$ cat src/rtl/afcp_pkg.sv
package afcp_pkg;

	// Framing characters
	localparam logic [7:0] CH_OPEN = 8'h63;  // 'c'
	localparam logic [7:0] CH_DOT  = 8'h2E;  // '.'
	localparam logic [7:0] CH_CR   = 8'h0D;
	localparam logic [7:0] CH_LF   = 8'h0A;

	// Most body bytes passed on per frame (1 to 255)
	localparam logic [7:0] MAX_BODY = 8'd255;

	// Result kinds
	typedef enum logic [1:0] {
		KIND_BODY = 2'd0,
		KIND_GOOD = 2'd1,
		KIND_BAD  = 2'd2
	} kind_t;

	// Checksum collection phase
	typedef enum logic [1:0] {
		PH_NONE = 2'd0,
		PH_HIGH = 2'd1,
		PH_LOW  = 2'd2,
		PH_DONE = 2'd3
	} phase_t;

	// Nibble value of a bad hex character; never equals a 4-bit nibble
	localparam logic [4:0] NIBBLE_BAD = 5'd16;

	typedef struct packed {
		logic       frame_open;
		logic [7:0] body_count;
		phase_t     phase;
		logic [7:0] running_xor;
		logic [7:0] check_high;
		logic [7:0] check_low;
	} frame_state_t;

	typedef struct packed {
		logic       valid;
		kind_t      kind;
		logic [7:0] body_byte;
		logic [7:0] frame_length;
	} frame_result_t;

	// Upper-case hex character to nibble, NIBBLE_BAD otherwise
	function automatic logic [4:0] hex_value(input logic [7:0] ch);
		logic [4:0] v;
		if (ch >= 8'h30 && ch <= 8'h39) begin
			v = {1'b0, ch[3:0]};
		end else if (ch >= 8'h41 && ch <= 8'h46) begin
			v = 5'(ch[3:0] + 4'd9);
		end else begin
			v = NIBBLE_BAD;
		end
		return v;
	endfunction

endpackage

$ cat src/rtl/afcp_step.sv
module afcp_step import afcp_pkg::*; (
	input  frame_state_t  cur,
	input  logic [7:0]    rx_byte,
	output frame_state_t  nxt,
	output frame_result_t res
);

	logic good;

	// Verdict for a closing CR or LF
	always_comb begin
		good = 1'b0;
		if (cur.body_count != 8'd0 && cur.phase == PH_DONE) begin
			good = (hex_value(cur.check_high) == {1'b0, cur.running_xor[7:4]}) &&
			       (hex_value(cur.check_low) == {1'b0, cur.running_xor[3:0]});
		end
	end

	// One byte of the frame state machine
	always_comb begin
		nxt              = cur;
		res.valid        = 1'b0;
		res.kind         = KIND_BODY;
		res.body_byte    = 8'd0;
		res.frame_length = cur.body_count;

		if (rx_byte == CH_OPEN) begin
			// open aborts any frame in progress
			res.valid       = cur.frame_open;
			res.kind        = KIND_BAD;
			nxt.frame_open  = 1'b1;
			nxt.body_count  = 8'd0;
			nxt.phase       = PH_NONE;
			nxt.running_xor = 8'd0;
		end else if (cur.frame_open) begin
			if (rx_byte == CH_CR || rx_byte == CH_LF) begin
				res.valid      = 1'b1;
				res.kind       = good ? KIND_GOOD : KIND_BAD;
				nxt.frame_open = 1'b0;
				nxt.body_count = 8'd0;
				nxt.phase      = PH_NONE;
			end else if (rx_byte == CH_DOT) begin
				nxt.phase = PH_HIGH;
			end else begin
				case (cur.phase)
					PH_HIGH: begin
						nxt.check_high = rx_byte;
						nxt.phase      = PH_LOW;
					end
					PH_LOW: begin
						nxt.check_low = rx_byte;
						nxt.phase     = PH_DONE;
					end
					PH_DONE: begin
						// extra checksum characters ignored
					end
					default: begin
						// body byte, dropped once the body is full
						if (cur.body_count < MAX_BODY) begin
							nxt.body_count   = cur.body_count + 8'd1;
							nxt.running_xor  = cur.running_xor ^ rx_byte;
							res.valid        = 1'b1;
							res.kind         = KIND_BODY;
							res.body_byte    = rx_byte;
							res.frame_length = cur.body_count + 8'd1;
						end
					end
				endcase
			end
		end
	end

endmodule

$ cat src/rtl/ascii_frame_checksum_parser.sv
// A result passes through the input register, then the result register.
// Throughput: one byte per cycle, sustained while the output is taken.
// Bytes that cause no result are absorbed without an output request.
// Reset (arst_n low, asynchronous): no frame open, counters and XOR cleared.
module ascii_frame_checksum_parser import afcp_pkg::*; (
	input  logic        clk,
	input  logic        arst_n,
	input  logic        s_axis_tvalid,
	output logic        s_axis_tready,
	input  logic [7:0]  s_axis_tdata,   // [7:0] rx_byte
	output logic        m_axis_tvalid,
	input  logic        m_axis_tready,
	output logic [15:0] m_axis_tdata,   // [7:0] body_byte, [15:8] frame_length
	output logic [1:0]  m_axis_tuser    // [1:0] kind
);

	logic          valid_s1;
	logic [7:0]    byte_s1;
	logic          out_valid_q;
	kind_t         kind_q;
	logic [7:0]    body_byte_q;
	logic [7:0]    frame_length_q;
	frame_state_t  state_q;
	frame_state_t  state_nxt;
	frame_result_t res;
	logic          advance;

	// Stage 1 moves on when the result register is free or being emptied
	assign advance       = !out_valid_q || m_axis_tready;
	assign s_axis_tready = !valid_s1 || advance;

	afcp_step u_step (
		.cur     (state_q),
		.rx_byte (byte_s1),
		.nxt     (state_nxt),
		.res     (res)
	);

	// Input register
	always_ff @(posedge clk or negedge arst_n) begin
		if (!arst_n) begin
			valid_s1 <= 1'b0;
		end else if (s_axis_tready) begin
			valid_s1 <= s_axis_tvalid;
		end
	end

	always_ff @(posedge clk) begin
		if (s_axis_tready && s_axis_tvalid) begin
			byte_s1 <= s_axis_tdata;
		end
	end

	// Frame state
	always_ff @(posedge clk or negedge arst_n) begin
		if (!arst_n) begin
			state_q <= '0;
		end else if (valid_s1 && advance) begin
			state_q <= state_nxt;
		end
	end

	// Result register
	always_ff @(posedge clk or negedge arst_n) begin
		if (!arst_n) begin
			out_valid_q <= 1'b0;
		end else if (advance) begin
			out_valid_q <= valid_s1 && res.valid;
		end
	end

	always_ff @(posedge clk) begin
		if (advance && valid_s1 && res.valid) begin
			kind_q         <= res.kind;
			body_byte_q    <= res.body_byte;
			frame_length_q <= res.frame_length;
		end
	end

	assign m_axis_tvalid = out_valid_q;
	assign m_axis_tdata  = {frame_length_q, body_byte_q};
	assign m_axis_tuser  = kind_q;

endmodule

$ cat config.mk
export PLATFORM = sky130hd
export DESIGN_NAME = ascii_frame_checksum_parser
export DESIGN_NICKNAME = d
export VERILOG_FILES = /design/src/rtl/afcp_pkg.sv /design/src/rtl/afcp_step.sv /design/src/rtl/ascii_frame_checksum_parser.sv
export SDC_FILE = /design/constraint.sdc
export NUM_CORES = 1
export LEC_CHECK = 0
export BUFFER_PORTS_ARGS = -buffer_cell sky130_fd_sc_hd__buf_2
export CAP_MARGIN = 10
export CORE_MARGIN = 5
export CORE_UTILIZATION = 30
export CTS_CLUSTER_SIZE = 24
export DETAILED_ROUTE_END_ITERATION = 8
export GPL_ROUTABILITY_DRIVEN = 0
export MAX_ROUTING_LAYER = met4
export PLACE_DENSITY = 0.54
export SETUP_SLACK_MARGIN = 0.3
export SLEW_MARGIN = 15
export SYNTH_ARGS = -nofsm -noshare
export SYNTH_HDL_FRONTEND = slang
export SYNTH_SLANG_ARGS = --single-unit
$ cat constraint.sdc
create_clock -name clk -period 2.9 [get_ports clk]
set_clock_uncertainty 0.2 [all_clocks]
set_input_delay 0.58 -clock clk [delete_from_list [all_inputs] [get_ports clk]]
set_output_delay 0.58 -clock clk [all_outputs]
set_load 0.01 [all_outputs]
== Word level (Yosys, flattened, before mapping) ==
Cells that the tools add are included.
Cells by class
  equal/unequal tests: 14
  magnitude comparators: 9
  mux-type cells: 31
  bitwise operators: 6
  reductions and logical operators: 28
  $add $sub $neg: 3
Operators by type and width (number)
  19-bit two-way mux: 5
  8-bit two-way mux: 8
  24-bit two-way mux: 2
  35-bit two-way mux: 1
  5-bit two-way mux: 6
  6-bit AND reduction: 3
  8-bit by 4-bit == test with 1-bit output, second input constant: 2
  8-bit by 6-bit >= comparator with 1-bit output, second input constant: 2
  8-bit by 7-bit >= comparator with 1-bit output, second input constant: 2
  8-bit by 6-bit less-or-equal comparator with 1-bit output, second input constant: 2
  8-bit by 7-bit less-or-equal comparator with 1-bit output, second input constant: 2
  16-bit two-way mux: 1
  4-bit by 4-bit adder with 5-bit output, second input constant: 2
  5-bit by 4-bit == test with 1-bit output: 2
  1-bit logical AND: 10
  10-bit two-way mux: 1
  8-bit by 1-bit adder with 8-bit output, second input constant: 1
  8-bit by 6-bit == test with 1-bit output, second input constant: 1
  8-bit by 7-bit == test with 1-bit output, second input constant: 1
  8-bit < comparator, second input constant: 1
  8-bit nonzero test: 1
  8-bit OR reduction: 1
  8-bit XOR: 1
  3-bit two-way mux: 2
  17 further kinds: 31
Storage, ports and cells
  output and inout bits: 20
  register bits: 63

== Longest topological paths before layout ==
  depth in word-level cells: 13
  gate-level depth with buffers: 9
  mapped depth without buffers: 9

== Hierarchy ==
Synthesis repeated with hierarchy kept, for this count alone.
Second synthesis, totals
  cell total of the unflattened synthesis: 327
  area, all modules: 3843.7 sq um
By module, submodules not included
  ascii_frame_checksum_parser: area an instance 2334.7 sq um, times used 1, cells an instance 110
  afcp_step: area an instance 1508.9 sq um, times used 1, cells an instance 217

== Worst setup path before layout ==
Ideal clock, no wire load.
  kind: reg2reg
  start: reg state_q[0] (netlist bit)
  end: reg kind_q[1] (netlist: m_axis_tuser[1]) (data pin)
  arrival: 2.088 ns
  path slack: 0.357 ns
  stages on the path, launching flop included: 10
  period minus slack after synthesis: 2.543 ns
  path through: dfrtp_1 -> inv_1 -> ha_1 -> nor3b_1 -> a2111oi_2 -> a22oi_1 -> xnor2_1 -> nor3_1 -> nand4_1 -> a31o_1
On the way
  word-level cells in the longest chain between the ends: 11
  elaborated cells on any way between the ends: 16
  classes of those cells: add/sub: 1; order compare: 4; eq/ne: 1; mux: 7; reduce/logical: 3
RTL lines
  start: declaration: RTL line ascii_frame_checksum_parser.sv:23  | frame_state_t state_q;
  start signal: assignment: RTL line ascii_frame_checksum_parser.sv:59  | state_q <= state_nxt;
  8-bit by 7-bit >= comparator with 1-bit output or 8-bit by 7-bit less-or-equal comparator with 1-bit output (tied branches): RTL line afcp_pkg.sv:51  | end else if (ch >= 8'h41 && ch <= 8'h46) begin
  1-bit logical AND: RTL line afcp_pkg.sv:51
  5-bit two-way mux: RTL line afcp_pkg.sv:51
  5-bit two-way mux (*): RTL line afcp_pkg.sv:49  | if (ch >= 8'h30 && ch <= 8'h39) begin
  5-bit two-way mux (*): RTL line afcp_step.sv:13  | if (cur.body_count != 8'd0 && cur.phase == PH_DONE) begin
  5-bit by 4-bit == test with 1-bit output (*): RTL line afcp_step.sv:15  | (hex_value(cur.check_low) == {1'b0, cur.running_xor[3:0]});
  1-bit logical AND (*): RTL line afcp_step.sv:14  | good = (hex_value(cur.check_high) == {1'b0, cur.running_xor[7:4]}) &&
  1-bit two-way mux (*): RTL line afcp_step.sv:13
  2-bit two-way mux (*): RTL line afcp_step.sv:38  | res.kind = good ? KIND_GOOD : KIND_BAD;
  3-bit two-way mux (*): RTL line afcp_step.sv:36  | if (rx_byte == CH_CR || rx_byte == CH_LF) begin
  19-bit two-way mux (*): RTL line afcp_step.sv:35  | end else if (cur.frame_open) begin
  end signal: assignment: RTL line ascii_frame_checksum_parser.sv:74  | kind_q <= res.kind;
  end: declaration: RTL line ascii_frame_checksum_parser.sv:20  | kind_t kind_q;
Every way passes the cells marked *; elsewhere a longest branch is shown, timed or not. The select of a mux whose other input is x is not followed.
A chain may end at the register's enable or synchronous reset.

== Worst setup path in the final report ==
  start: reg state_q[15] (netlist bit)
  end: reg kind_q[1] (netlist: m_axis_tuser[1]) (data pin)
On the way
  word-level cells in the longest chain between the ends: 11
  elaborated cells on any way between the ends: 15
  classes of those cells: order compare: 4; eq/ne: 1; mux: 7; reduce/logical: 3
RTL lines (RTL line)
  8-bit by 7-bit >= comparator with 1-bit output or 8-bit by 7-bit less-or-equal comparator with 1-bit output (tied branches): afcp_pkg.sv:51
  1-bit logical AND: afcp_pkg.sv:51
  5-bit two-way mux: afcp_pkg.sv:51
  5-bit two-way mux (*): afcp_pkg.sv:49
  5-bit two-way mux (*): afcp_step.sv:13
  5-bit by 4-bit == test with 1-bit output (*): afcp_step.sv:14
  1-bit logical AND (*): afcp_step.sv:14
  1-bit two-way mux (*): afcp_step.sv:13
  2-bit two-way mux (*): afcp_step.sv:38
  3-bit two-way mux (*): afcp_step.sv:36
  19-bit two-way mux (*): afcp_step.sv:35
Marked as above.

==> flow_metrics.py <==
metrics = {
    "status": {
        "outcome": "finished, final reports clean",
    },
    "job": {
        "cap_viol_max_count": 0,
    },
    "logic_synthesis": {
        "synthesis.area_mm2": 0.003403,
        "synth_seq_cells": 63,
        "synth_common_cells": "dfrtp_1, edfxtp_1, nor2_1, nand2_1, mux2_4",
        "synth_cells": 297,
        "synth_area_leader_cell": "dfrtp_1",
        "ys.warnings.count": 0,
        "avgSynthCellArea_um2": 11.46,
        "synth-seq-area-share": 0.5015,
        "ys_top_cells_by_area": "dfrtp_1, edfxtp_1, mux2_4",
        "yosys.cell_count.top_type": "dfrtp_1",
        "synth.distinct_cells": 59,
        "synth_top_area_share": 0.2721,
        "synthFlopType": "dfrtp_1",
        "postSynth.asyncResetShare": 0.5873,
        "synth_fp_nets": 322,
        "synth-edff-count": 26,
    },
    "global_route": {
        "grt_pass1_vias": 2315,
        "grtUsageTotal": 0.1156,
        "grt_pass1_wl_mm": 11.81,
        "grt_antenna_before_repair": 0,
        "gr-usage-met1": 0.1668,
        "gr-usage-met3": 0.02694,
        "overflow": 0,
        "grt_util_met2": 0.1598,
        "grt-busiest-layer": "met1",
        "grt_start_max_net_pins": 38,
    },
    "critical_path": {
        "critPathMaxStageDelay_ns": 0.44,
        "worstPathBufferInverterCount": 0,
        "start_kind": "register",
        "crit_family": "simple AND/OR/NAND/NOR gates",
        "crit_slowest_cell": "or3b_1",
        "end_kind": "register",
        "critPathKind": "register to register",
        "crit_fanout": 5,
        "arrival_ns": 2.44,
        "r2r_cells": 7,
        "cp.required_ns": 2.78,
        "path_cells": "or3b_1 > nor4_4 > a21boi_1 > o211ai_1 > nor4_2 > nand4_1 > a31o_1",
        "critical_path_depth": 7,
    },
    "sta": {
        "period_share": 0.8823,
        "finalSetupViolations": 0,
        "rsz0062_at_grt": "yes",
        "hold_viol": 0,
        "fin_ws_ns": 0.3413,
        "hold_ws_ns": 0.1771,
        "timing.slew.headroom": 0.4130,
        "slew_viol_final": 0,
        "clock.fmax_mhz": 390.8,
        "worst_slew_pin_slew_ns": 0.8805,
        "period_needed_ns": 2.559,
        "timing.setup.tns_ns": 0,
    },
    "detailed_routing": {
        "drc_errors": 0,
        "drt_iter0_markers": 180,
        "first_pass_iters": 4,
        "avgRoutedWirePerCell_um": 14.78,
        "drt-total-wl_mm": 7.301,
        "vias": 2340,
        "drt-vias-per-instance": 4.737,
        "ant_nets": 0,
    },
    "clock_network": {
        "cts.sinks": 63,
        "holdBufCountCts": 0,
        "cts_made_buffers": 9,
        "cts_max_path_buffers": 2,
        "cts-htree-levels": 3,
        "clk_pin_slew_ns": 0.06,
        "insertion_delay_ns": 0.32,
        "cts_root_buf": "clkbuf_16",
        "cts_tree": "yes",
    },
    "layout": {
        "multi_input_area_mm2": 0.001644,
        "n_fill_cell": 1052,
        "nNetsFinal": 374,
        "syn_to_final_growth_pct": 22.46,
        "antennaDiodeCount": 0,
        "drive_gt1_frac": 0.2853,
        "ff_latch_area_mm2": 0.001708,
    },
    "die": {
        "io_pins": 32,
        "coreArea_mm2": 0.01098,
        "die_w_um": 116.5,
        "rows": 38,
        "design.die.area_mm2": 0.01357,
        "die_h_um": 116.5,
        "initial_core_util": 0.3099,
    },
    "placed_design": {
        "dpl_worst_slack_ns": 0.1390,
        "hpwl_mm": 5.190,
        "portBuffers": 31,
    },
    "power_and_ir_drop": {
        "power_mw": 2.532,
        "power_density_mw_per_mm2": 607.5,
        "peakVddDrop_mv": 0.4347,
        "leakagePower_nw": 1.832,
    },
    "min_path": {
        "hold_class": "primary input to asynchronous set/reset pin",
    },
}
[logic make-up (layout without fill, tap and decap cells)]
kind of cell | Yosys count | after routing | synth area share
DFF | 63 | 63 | 0.5015
adders and majority gates | 13 | 13 | 0.04780
buffers and inverters | 20 | 77 | 0.02573
AOI/OAI and AO/OA | 45 | 45 | 0.09044
and+or+nand+nor | 117 | 117 | 0.2040
muxes | 18 | 18 | 0.07647
xor gates and xnor gates | 21 | 21 | 0.05405
[layer usage]
| layer | wire (um) | share of wire |
|---|---|---|
| met2 | 3179 | 0.44 |
| met5 | 0 | 0 |
| met3 | 275 | 0.038 |
| met4 | 38 | 0.0052 |
| met1 | 3807 | 0.52 |
[power breakdown]
group / total [mW] / switching [mW] / leakage [nW] / internal [mW]
Clock: 1.09 / 0.385 / 0.152 / 0.710
Sequential: 1.12 / 0.0892 / 0.750 / 1.03
Combinational: 0.320 / 0.173 / 0.931 / 0.148
Total: 2.53 / 0.647 / 1.83 / 1.89
[cell type report]
cell class                 count  area share
multi-input combinational    214      0.3945
timing repair buffer          48     0.06785
sequential                    63      0.4098
tap                          140     0.04203
clock inverter                 5     0.01351
clock buffer                  11     0.06064
inverter                      13     0.01171
[repair_timing]
item,4_1_cts,5_1_grt
resized for setup,3,5
pin swaps,2,6
setup buffers,3,3
setup endpoints to repair,2,9
[sequential cells by signal, indices dropped and copies added, names as in the netlist]
signal	count
m_axis_tuser	2
m_axis_tvalid	1
frame_length_q	8
byte_s1	8
state_q	35
body_byte_q	8
valid_s1	1
[layout by cell type, fill, tap and decap left out, types with 3 or more instances in the layout]
cell type,n
and2_1,12
nand3_1,11
nor2b_1,5
a21oi_1,7
nand2b_1,3
o21ai_0,13
xor2_1,9
and3_1,6
ha_1,12
clkbuf_16,9
nand2_1,25
edfxtp_1,26
buf_2,31
buf_4,17
mux2_4,16
o31ai_1,3
dfrtp_1,36
inv_1,13
nor3_1,3
xnor2_1,12
a22oi_1,3
nor2_1,26
[final timing paths]
path                                  from               to  slack [ns]
setup / recovery               state_q[15]  m_axis_tuser[1]        0.34
hold / removal                      arst_n      state_q[29]        0.18
setup reg to reg               state_q[15]  m_axis_tuser[1]        0.34
hold reg to reg                state_q[14]      state_q[14]        0.34
max in group asynchronous           arst_n       state_q[0]        1.71
min in group clk           s_axis_tdata[2]       byte_s1[2]        0.23
[through the flow]
stage               area [um2]    util  cells
finish                    4168  0.3795    494
global route              4168  0.3795    494
CTS                       4124  0.3755    491
detailed placement        3777  0.3439    472
global placement          3777  0.3439    472
floorplan                 3403       -    297
Power figures use the tool's default switching activity.
